<file path="config.mk">
export PLATFORM = sky130hd
export DESIGN_NAME = sorted_compare_led_pwm_core
export DESIGN_NICKNAME = d
export VERILOG_FILES = /design/src/rtl/core/scpwm_pkg.sv /design/src/rtl/core/scpwm_table.sv /design/src/rtl/core/scpwm_match.sv /design/src/rtl/core/sorted_compare_led_pwm_core.sv
export SDC_FILE = /design/constraint.sdc
export NUM_CORES = 1
export LEC_CHECK = 0
export BUFFER_PORTS_ARGS = -buffer_cell sky130_fd_sc_hd__buf_2
export CAP_MARGIN = 25
export CORE_MARGIN = 2
export CORE_UTILIZATION = 30
export CTS_BUF_LIST = sky130_fd_sc_hd__clkbuf_8
export CTS_CLUSTER_SIZE = 12
export DETAILED_ROUTE_END_ITERATION = 10
export GPL_TIMING_DRIVEN = 1
export PLACE_DENSITY = 0.42
export SLEW_MARGIN = 5
export SYNTH_ARGS = -nofsm -noshare
export SYNTH_HDL_FRONTEND = slang
export SYNTH_SLANG_ARGS = --single-unit
</file>
<file path="constraint.sdc">
create_clock -name clock -period 30.7 [get_ports clock]
set_clock_uncertainty 0.05 [all_clocks]
set_input_delay 6.14 -clock clock [delete_from_list [all_inputs] [get_ports clock]]
set_output_delay 6.14 -clock clock [all_outputs]
set_load 0.02 [all_outputs]
</file>
<file path="src/rtl/core/scpwm_pkg.sv">
// shared constants and types for the sorted compare led pwm core
package scpwm_pkg;

   localparam int SLOTS   = 8;
   localparam int SLOT_W  = 3;
   localparam int WALK_W  = 4;
   localparam int LEVEL_W = 8;
   localparam int PIN_W   = 5;
   localparam int PORT_W  = 32;

   localparam logic [LEVEL_W-1:0] UNUSED_LEVEL     = 8'hFF;
   localparam logic [LEVEL_W-1:0] PERIOD_TOP_RESET = 8'hFF;
   localparam logic [PORT_W-1:0]  CLEAR_MASK_RESET = 32'h8803_8300;

   localparam logic [1:0] OP_TICK   = 2'd0;
   localparam logic [1:0] OP_WRITE  = 2'd1;
   localparam logic [1:0] OP_COMMIT = 2'd2;

   localparam logic CSR_PERIOD_TOP = 1'b0;
   localparam logic CSR_CLEAR_MASK = 1'b1;

   typedef logic [SLOTS-1:0][LEVEL_W-1:0] level_arr_type;
   typedef logic [SLOTS-1:0][PIN_W-1:0]   pin_arr_type;

   typedef struct packed {
      logic               hit;
      logic               first_clear;
      logic [PORT_W-1:0]  set_mask;
      logic [WALK_W-1:0]  walk_next;
   } match_type;

endpackage

</file>
<file path="src/rtl/core/scpwm_table.sv">
// shadow and active slot tables with commit at period wrap
module scpwm_table (
   input  logic                   clock,
   input  logic                   reset,
   input  logic                   write_en,
   input  logic [2:0]             write_slot,
   input  logic [7:0]             write_level,
   input  logic [4:0]             write_pin,
   input  logic                   commit_req,
   input  logic                   wrap,
   output scpwm_pkg::level_arr_type eff_level,
   output scpwm_pkg::pin_arr_type   eff_pin,
   output logic [3:0]             eff_valid
);
   import scpwm_pkg::*;

   level_arr_type     shadow_level_ff, shadow_level_in;
   pin_arr_type       shadow_pin_ff, shadow_pin_in;
   level_arr_type     active_level_ff;
   pin_arr_type       active_pin_ff;
   logic [WALK_W-1:0] valid_ff;
   logic              pending_ff, pending_in;
   logic [WALK_W-1:0] shadow_count;
   logic              load;

   always_comb begin
      shadow_count = '0;
      for (int j = 0; j < SLOTS; j++) begin
         if (shadow_level_ff[j] != UNUSED_LEVEL) begin
            shadow_count = shadow_count + WALK_W'(1);
         end
      end
   end

   assign load      = wrap && pending_ff;
   assign eff_level = load ? shadow_level_ff : active_level_ff;
   assign eff_pin   = load ? shadow_pin_ff : active_pin_ff;
   assign eff_valid = load ? shadow_count : valid_ff;

   always_comb begin
      shadow_level_in = shadow_level_ff;
      shadow_pin_in   = shadow_pin_ff;
      if (write_en) begin
         shadow_level_in[write_slot] = write_level;
         shadow_pin_in[write_slot]   = write_pin;
      end
      pending_in = load ? 1'b0 : pending_ff;
      if (commit_req) begin
         pending_in = 1'b1;
      end
   end

   always_ff @(posedge clock) begin
      if (reset) begin
         for (int j = 0; j < SLOTS; j++) begin
            shadow_level_ff[j] <= UNUSED_LEVEL;
            shadow_pin_ff[j]   <= '0;
            active_level_ff[j] <= UNUSED_LEVEL;
            active_pin_ff[j]   <= '0;
         end
         valid_ff   <= '0;
         pending_ff <= 1'b0;
      end else begin
         shadow_level_ff <= shadow_level_in;
         shadow_pin_ff   <= shadow_pin_in;
         pending_ff      <= pending_in;
         if (load) begin
            active_level_ff <= shadow_level_ff;
            active_pin_ff   <= shadow_pin_ff;
            valid_ff        <= shadow_count;
         end
      end
   end

endmodule

</file>
<file path="src/rtl/core/scpwm_match.sv">
// compare of the pointed slot and the run of equal levels behind it
module scpwm_match (
   input  scpwm_pkg::level_arr_type eff_level,
   input  scpwm_pkg::pin_arr_type   eff_pin,
   input  logic [3:0]               eff_valid,
   input  logic [3:0]               walk,
   input  logic [7:0]               count,
   input  logic                     first_pending,
   output scpwm_pkg::match_type     result
);
   import scpwm_pkg::*;

   logic [LEVEL_W-1:0] lvl;
   logic               start;
   logic               consume;
   logic [SLOTS-1:0]   in_run;
   logic [WALK_W-1:0]  run_len;
   logic [PORT_W-1:0]  mask;

   assign lvl     = eff_level[walk[SLOT_W-1:0]];
   assign start   = (walk < eff_valid) && (lvl != UNUSED_LEVEL) && (lvl == count);
   assign consume = start && !first_pending;

   // run starts at the pointed slot and continues while levels stay equal
   always_comb begin
      in_run  = '0;
      run_len = '0;
      mask    = '0;
      for (int j = 0; j < SLOTS; j++) begin
         if (walk == WALK_W'(j)) begin
            in_run[j] = start;
         end else if (j > 0) begin
            in_run[j] = in_run[j-1] && (eff_level[j] == lvl) && (WALK_W'(j) < eff_valid);
         end
         if (in_run[j]) begin
            run_len = run_len + WALK_W'(1);
            mask    = mask | (PORT_W'(1) << eff_pin[j]);
         end
      end
   end

   assign result.hit         = consume;
   assign result.first_clear = start && first_pending;
   assign result.set_mask    = consume ? mask : '0;
   assign result.walk_next   = consume ? walk + run_len : walk;

endmodule

</file>
<file path="src/rtl/core/sorted_compare_led_pwm_core.sv">
// sorted compare led pwm core: request register, update logic, response register
// a request is held in the request register and moves on to the response register once free
// throughput: one request per cycle while responses are taken; while a response
// waits the request register takes one more request, then the request side stalls
// reset: synchronous, clears counter, walk pointer, pins and both tables
// (levels unused), restores period_top and clear_mask to their defaults
module sorted_compare_led_pwm_core (
   input  logic        clock,
   input  logic        reset,
   input  logic        req_tvalid,
   output logic        req_tready,
   input  logic [23:0] req_tdata,   // op[1:0], slot[4:2], level[12:5], pin[17:13], zero pad
   output logic        rsp_tvalid,
   input  logic        rsp_tready,
   output logic [39:0] rsp_tdata,   // port_mask[31:0], period_start[32], zero pad
   input  logic        csr_we,
   input  logic        csr_index,
   input  logic [31:0] csr_wdata
);
   import scpwm_pkg::*;

   logic               s1_valid_ff, s1_valid_in;
   logic [1:0]         s1_op_ff;
   logic [SLOT_W-1:0]  s1_slot_ff;
   logic [LEVEL_W-1:0] s1_level_ff;
   logic [PIN_W-1:0]   s1_pin_ff;

   logic [LEVEL_W-1:0] period_top_ff;
   logic [PORT_W-1:0]  clear_mask_ff;
   logic [LEVEL_W-1:0] count_ff, count_in;
   logic [WALK_W-1:0]  walk_ff, walk_in;
   logic               first_ff, first_in;
   logic [PORT_W-1:0]  pins_ff, pins_in;

   logic               rsp_valid_ff, rsp_valid_in;
   logic [PORT_W-1:0]  rsp_mask_ff;
   logic               rsp_start_ff;

   logic               advance;
   logic               is_tick;
   logic               wrap;
   logic [WALK_W-1:0]  walk_eff;
   logic [PORT_W-1:0]  pins_base;
   level_arr_type      eff_level;
   pin_arr_type        eff_pin;
   logic [WALK_W-1:0]  eff_valid;
   match_type          match;

   assign advance    = s1_valid_ff && (!rsp_valid_ff || rsp_tready);
   assign req_tready = !s1_valid_ff || advance;
   assign is_tick    = advance && (s1_op_ff == OP_TICK);
   assign wrap       = is_tick && (count_ff >= period_top_ff);
   assign walk_eff   = wrap ? '0 : walk_ff;
   assign pins_base  = wrap ? (pins_ff & ~clear_mask_ff) : pins_ff;
   assign count_in   = is_tick ? (wrap ? '0 : count_ff + LEVEL_W'(1)) : count_ff;

   scpwm_table u_table (
      .clock       (clock),
      .reset       (reset),
      .write_en    (advance && (s1_op_ff == OP_WRITE) && ({1'b0, s1_slot_ff} < WALK_W'(SLOTS))),
      .write_slot  (s1_slot_ff),
      .write_level (s1_level_ff),
      .write_pin   (s1_pin_ff),
      .commit_req  (advance && (s1_op_ff == OP_COMMIT)),
      .wrap        (wrap),
      .eff_level   (eff_level),
      .eff_pin     (eff_pin),
      .eff_valid   (eff_valid)
   );

   scpwm_match u_match (
      .eff_level     (eff_level),
      .eff_pin       (eff_pin),
      .eff_valid     (eff_valid),
      .walk          (walk_eff),
      .count         (count_in),
      .first_pending (first_ff),
      .result        (match)
   );

   always_comb begin
      walk_in  = walk_ff;
      first_in = first_ff;
      pins_in  = pins_ff;
      if (is_tick) begin
         walk_in  = match.walk_next;
         first_in = first_ff && !match.first_clear;
         pins_in  = pins_base | match.set_mask;
      end
   end

   always_comb begin
      s1_valid_in = s1_valid_ff;
      if (req_tready) begin
         s1_valid_in = req_tvalid;
      end
      rsp_valid_in = rsp_valid_ff;
      if (advance) begin
         rsp_valid_in = 1'b1;
      end else if (rsp_tready) begin
         rsp_valid_in = 1'b0;
      end
   end

   always_ff @(posedge clock) begin
      if (reset) begin
         s1_valid_ff   <= 1'b0;
         rsp_valid_ff  <= 1'b0;
         period_top_ff <= PERIOD_TOP_RESET;
         clear_mask_ff <= CLEAR_MASK_RESET;
         count_ff      <= '0;
         walk_ff       <= '0;
         first_ff      <= 1'b1;
         pins_ff       <= '0;
      end else begin
         s1_valid_ff  <= s1_valid_in;
         rsp_valid_ff <= rsp_valid_in;
         count_ff     <= count_in;
         walk_ff      <= walk_in;
         first_ff     <= first_in;
         pins_ff      <= pins_in;
         if (csr_we) begin
            unique case (csr_index)
               CSR_PERIOD_TOP: period_top_ff <= csr_wdata[LEVEL_W-1:0];
               CSR_CLEAR_MASK: clear_mask_ff <= csr_wdata;
               default: ;
            endcase
         end
      end
   end

   // payload registers
   always_ff @(posedge clock) begin
      if (req_tready && req_tvalid) begin
         s1_op_ff    <= req_tdata[1:0];
         s1_slot_ff  <= req_tdata[4:2];
         s1_level_ff <= req_tdata[12:5];
         s1_pin_ff   <= req_tdata[17:13];
      end
      if (advance) begin
         rsp_mask_ff  <= pins_in;
         rsp_start_ff <= wrap;
      end
   end

   assign rsp_tvalid = rsp_valid_ff;
   assign rsp_tdata  = {7'b0, rsp_start_ff, rsp_mask_ff};

endmodule
</file>
==> impl_results.md <==
- Pin count of the biggest net entering global routing: 108
- Critical-path top delay cell: and3_1
- Layout cells sized above 1: 0.1130
- Worst hold margin: 0.4031 ns
- Die Y: 261.0 um
- Setup Fix Bufs, Post-CTS: 0
- Crit path DAT: 15.14 ns
- GRT overflow: 0
- Top-count cell post-synth: nand2_1
- Period utilization: 0.4783
- Setup repair after global routing missed its margin: false
- Post-detail-place hpwl: between 50000 and 60000 um
- CTS buffer count: 71
- Post_cts resized: 0
- Core area: 0.06563 sq mm
- Synth-to-layout area growth: 12.78%
- Row count: 94
- Power Dens Cells: 45.05 mW/mm^2
- CTS tree: yes
- Hold_buf cts: 0
- Final critical-path required period: 14.69 ns
- Overall global routing resource usage: 0.2204
- Routed via count: 17748
- Slew Limit Fails: 0
- Outcome: completed
- Starting DRC count in detailed routing: 1406
- Final worst setup slack: 16.01 ns
- I/O Buffers: 90
- Effective utilization at floorplan: 0.3019
- Async S/R FF share, synth: 0
- WS Path Type: input port to flop
- Die area: just under 0.07 sq mm
- Synth Flop Type: dfxtp_1
- Area leader, netlist: dfxtp_1
- First-pass DRT Iterations: 7
- Startpoint types: input port
- FILL cells: 6878
- Max Cap Viol: 0
- Mean Syn Cell Area: approximately 8.4 sq um
- Die Wd: 261.0 um
- Synth area leaders: dfxtp_1 (30%), nand2_1 (8.1%), edfxtp_1 (7.7%), mux2i_1 (5.1%), a21oi_1 (2.9%)
- Max Clk Rate: 0.06810 GHz
- Top cell type's share of synthesized area: 0.3031
- Gate count of the mapped netlist: ~2400
- DRC: 0
- Endpoints failing setup: 0
- Critical path required time: 31.15 ns
- Most Frequent Cell on Critical Path: ha_1
- Initial antenna violation count: 3
- Tightest Pin Transition: ~1.1 ns
- Final WL: between 70000 and 80000 um
- Seq. cell area: 0.007537 sq mm
- Sequential fraction of the synthesis area: 0.3804
- Post-synth EDFFs: 51
- LEAKAGE: around 8.6 nW
- Crit path capture type: flop
- IO Count: ~100
- Setup tns final: 0 ns
- CTS root buffer: clkbuf_8
- Multi-input gate area: 0.01143 sq mm
- # nets final: 2497
- Crit path largest cell delay: roughly 0.73 ns
- Tightest Hold Check Type: flop to flop
- Post-route cell area: 0.02234 sq mm
- Yosys cell types: about 100
- IR drop worst, VDD: 29.08 uV
- Worst-Skew Late Latency: 0.68 ns
- Final GP Congestion: 0.8900
- Place WS: between 15 and 20 ns
- Clock Sinks: about 350
- Synthesized flop and latch total: 351
- Final Hold Fails: 0
- First-pass GRT wire length: 112100 um
- Routed Antenna Nets: 0
- Synth warn: 0
- Worst Path Max Fanout: 84
- Worst rel slew slack: 0.2753
- Clk buf depth: 3
- WL/cell: 22.82 um
- Netlist Area Pre-Place: 0.01981 sq mm
- Htree depth: 3
- Post-synth top cells: nand2_1 (429), dfxtp_1 (300), nor2_1 (149)
- Vias per inst: between 5 and 6
- Clock transition at the registers of the reported paths: 0.05 ns
- Vias in the first global route: between 15000 and 20000
- Post-DP Area: 0.02098 sq mm
==> final timing paths <==
path,start,to,slack [ns],cells past startpoint
min reg2reg,clear_mask_ff[2],clear_mask_ff[2],0.40,2
max,rsp_tready,walk_ff[3],16.01,32
max reg2reg,u_table.shadow_level_ff[14],walk_ff[3],19.09,45
min,clear_mask_ff[2],clear_mask_ff[2],0.40,2
==> flip-flops by register name (all words and copies together) (netlist names), 2 cells and up <==
register / cells
u_table.active_pin_ff: 40
s1_level_ff: 8
u_table.valid_ff: 4
pins_ff: 32
s1_op_ff: 2
count_ff: 8
walk_ff: 4
s1_slot_ff: 3
s1_pin_ff: 5
u_table.shadow_level_ff: 64
clear_mask_ff: 32
u_table.shadow_pin_ff: 40
period_top_ff: 8
u_table.active_level_ff: 64
rsp_mask_ff: 32
==> through the flow <==
stage | cells | util | total power, mW
6_report | 3317 | 0.3405 | 1.007
5_1_grt | 3317 | 0.3405 | 1.052
4_1_cts | 3315 | 0.3403 | 1.024
3_5_place_dp | 3196 | 0.3197 | 0.5418
3_3_place_gp | 3190 | 0.3188 | 0.5406
2_1_floorplan | 2364 | - | 0.5226
==> worst max-delay path: cells and delay by family <==
family                     cells  cell delay [ns]
and+or+nand+nor                9             3.14
buffers and inverters          3             0.80
AOI/OAI and AO/OA              8             1.82
muxes                          3             0.69
adders and majority gates      6             1.77
xor gates and xnor gates       3             0.72
==> cells by family after synthesis <==
family | count (synthesis) | synth area share
adders and majority gates | 29 | 0.01869
AOI/OAI and AO/OA | 507 | 0.1865
xor gates and xnor gates | 90 | 0.04433
and+or+nand+nor | 1055 | 0.2630
muxes | 112 | 0.06069
DFF | 351 | 0.3804
buffers and inverters | 213 | 0.04610
other | 1 | 0.0001893
==> layout by cell type, fill, tap and decap left out, types with 27 or more instances in the layout <==
master	count
nand2_1	429
ha_1	28
nor2b_1	72
nand2b_1	81
dfxtp_1	300
nand3_1	55
nor3_1	46
clkbuf_8	80
mux2i_1	101
xnor2_1	57
buf_2	90
nor2_1	147
o21ai_0	47
inv_1	84
xor2_1	27
nand3b_1	70
edfxtp_1	51
a21oi_1	114
a211o_1	48
==> final cells by class <==
type | count | area share
Multi-Input combinational cell | 1800 | 0.5117
Sequential cell | 351 | 0.3373
Timing Repair Buffer | 121 | 0.03164
Tap cell | 864 | 0.04838
Clock buffer | 79 | 0.04866
Inverter | 61 | 0.01025
Clock inverter | 40 | 0.01193
Antenna cell | 1 | 0.0001120
==> report_power, final <==
part	switching [mW]	total, mW	internal, mW
Clock	0.214	0.475	0.261
Combinational	0.0299	0.0487	0.0188
Sequential	0.00890	0.483	0.474
==> metal layers <==
| metal | wire (um) | global-route usage |
|---|---|---|
| met3 | 3720 | 0.02962 |
| met2 | 34080 | 0.3523 |
| met5 | 16 | 0 |
| met4 | 1078 | 0.05240 |
| met1 | 36790 | 0.3143 |
No activity file was read; power rests on OpenSTA's default activity.
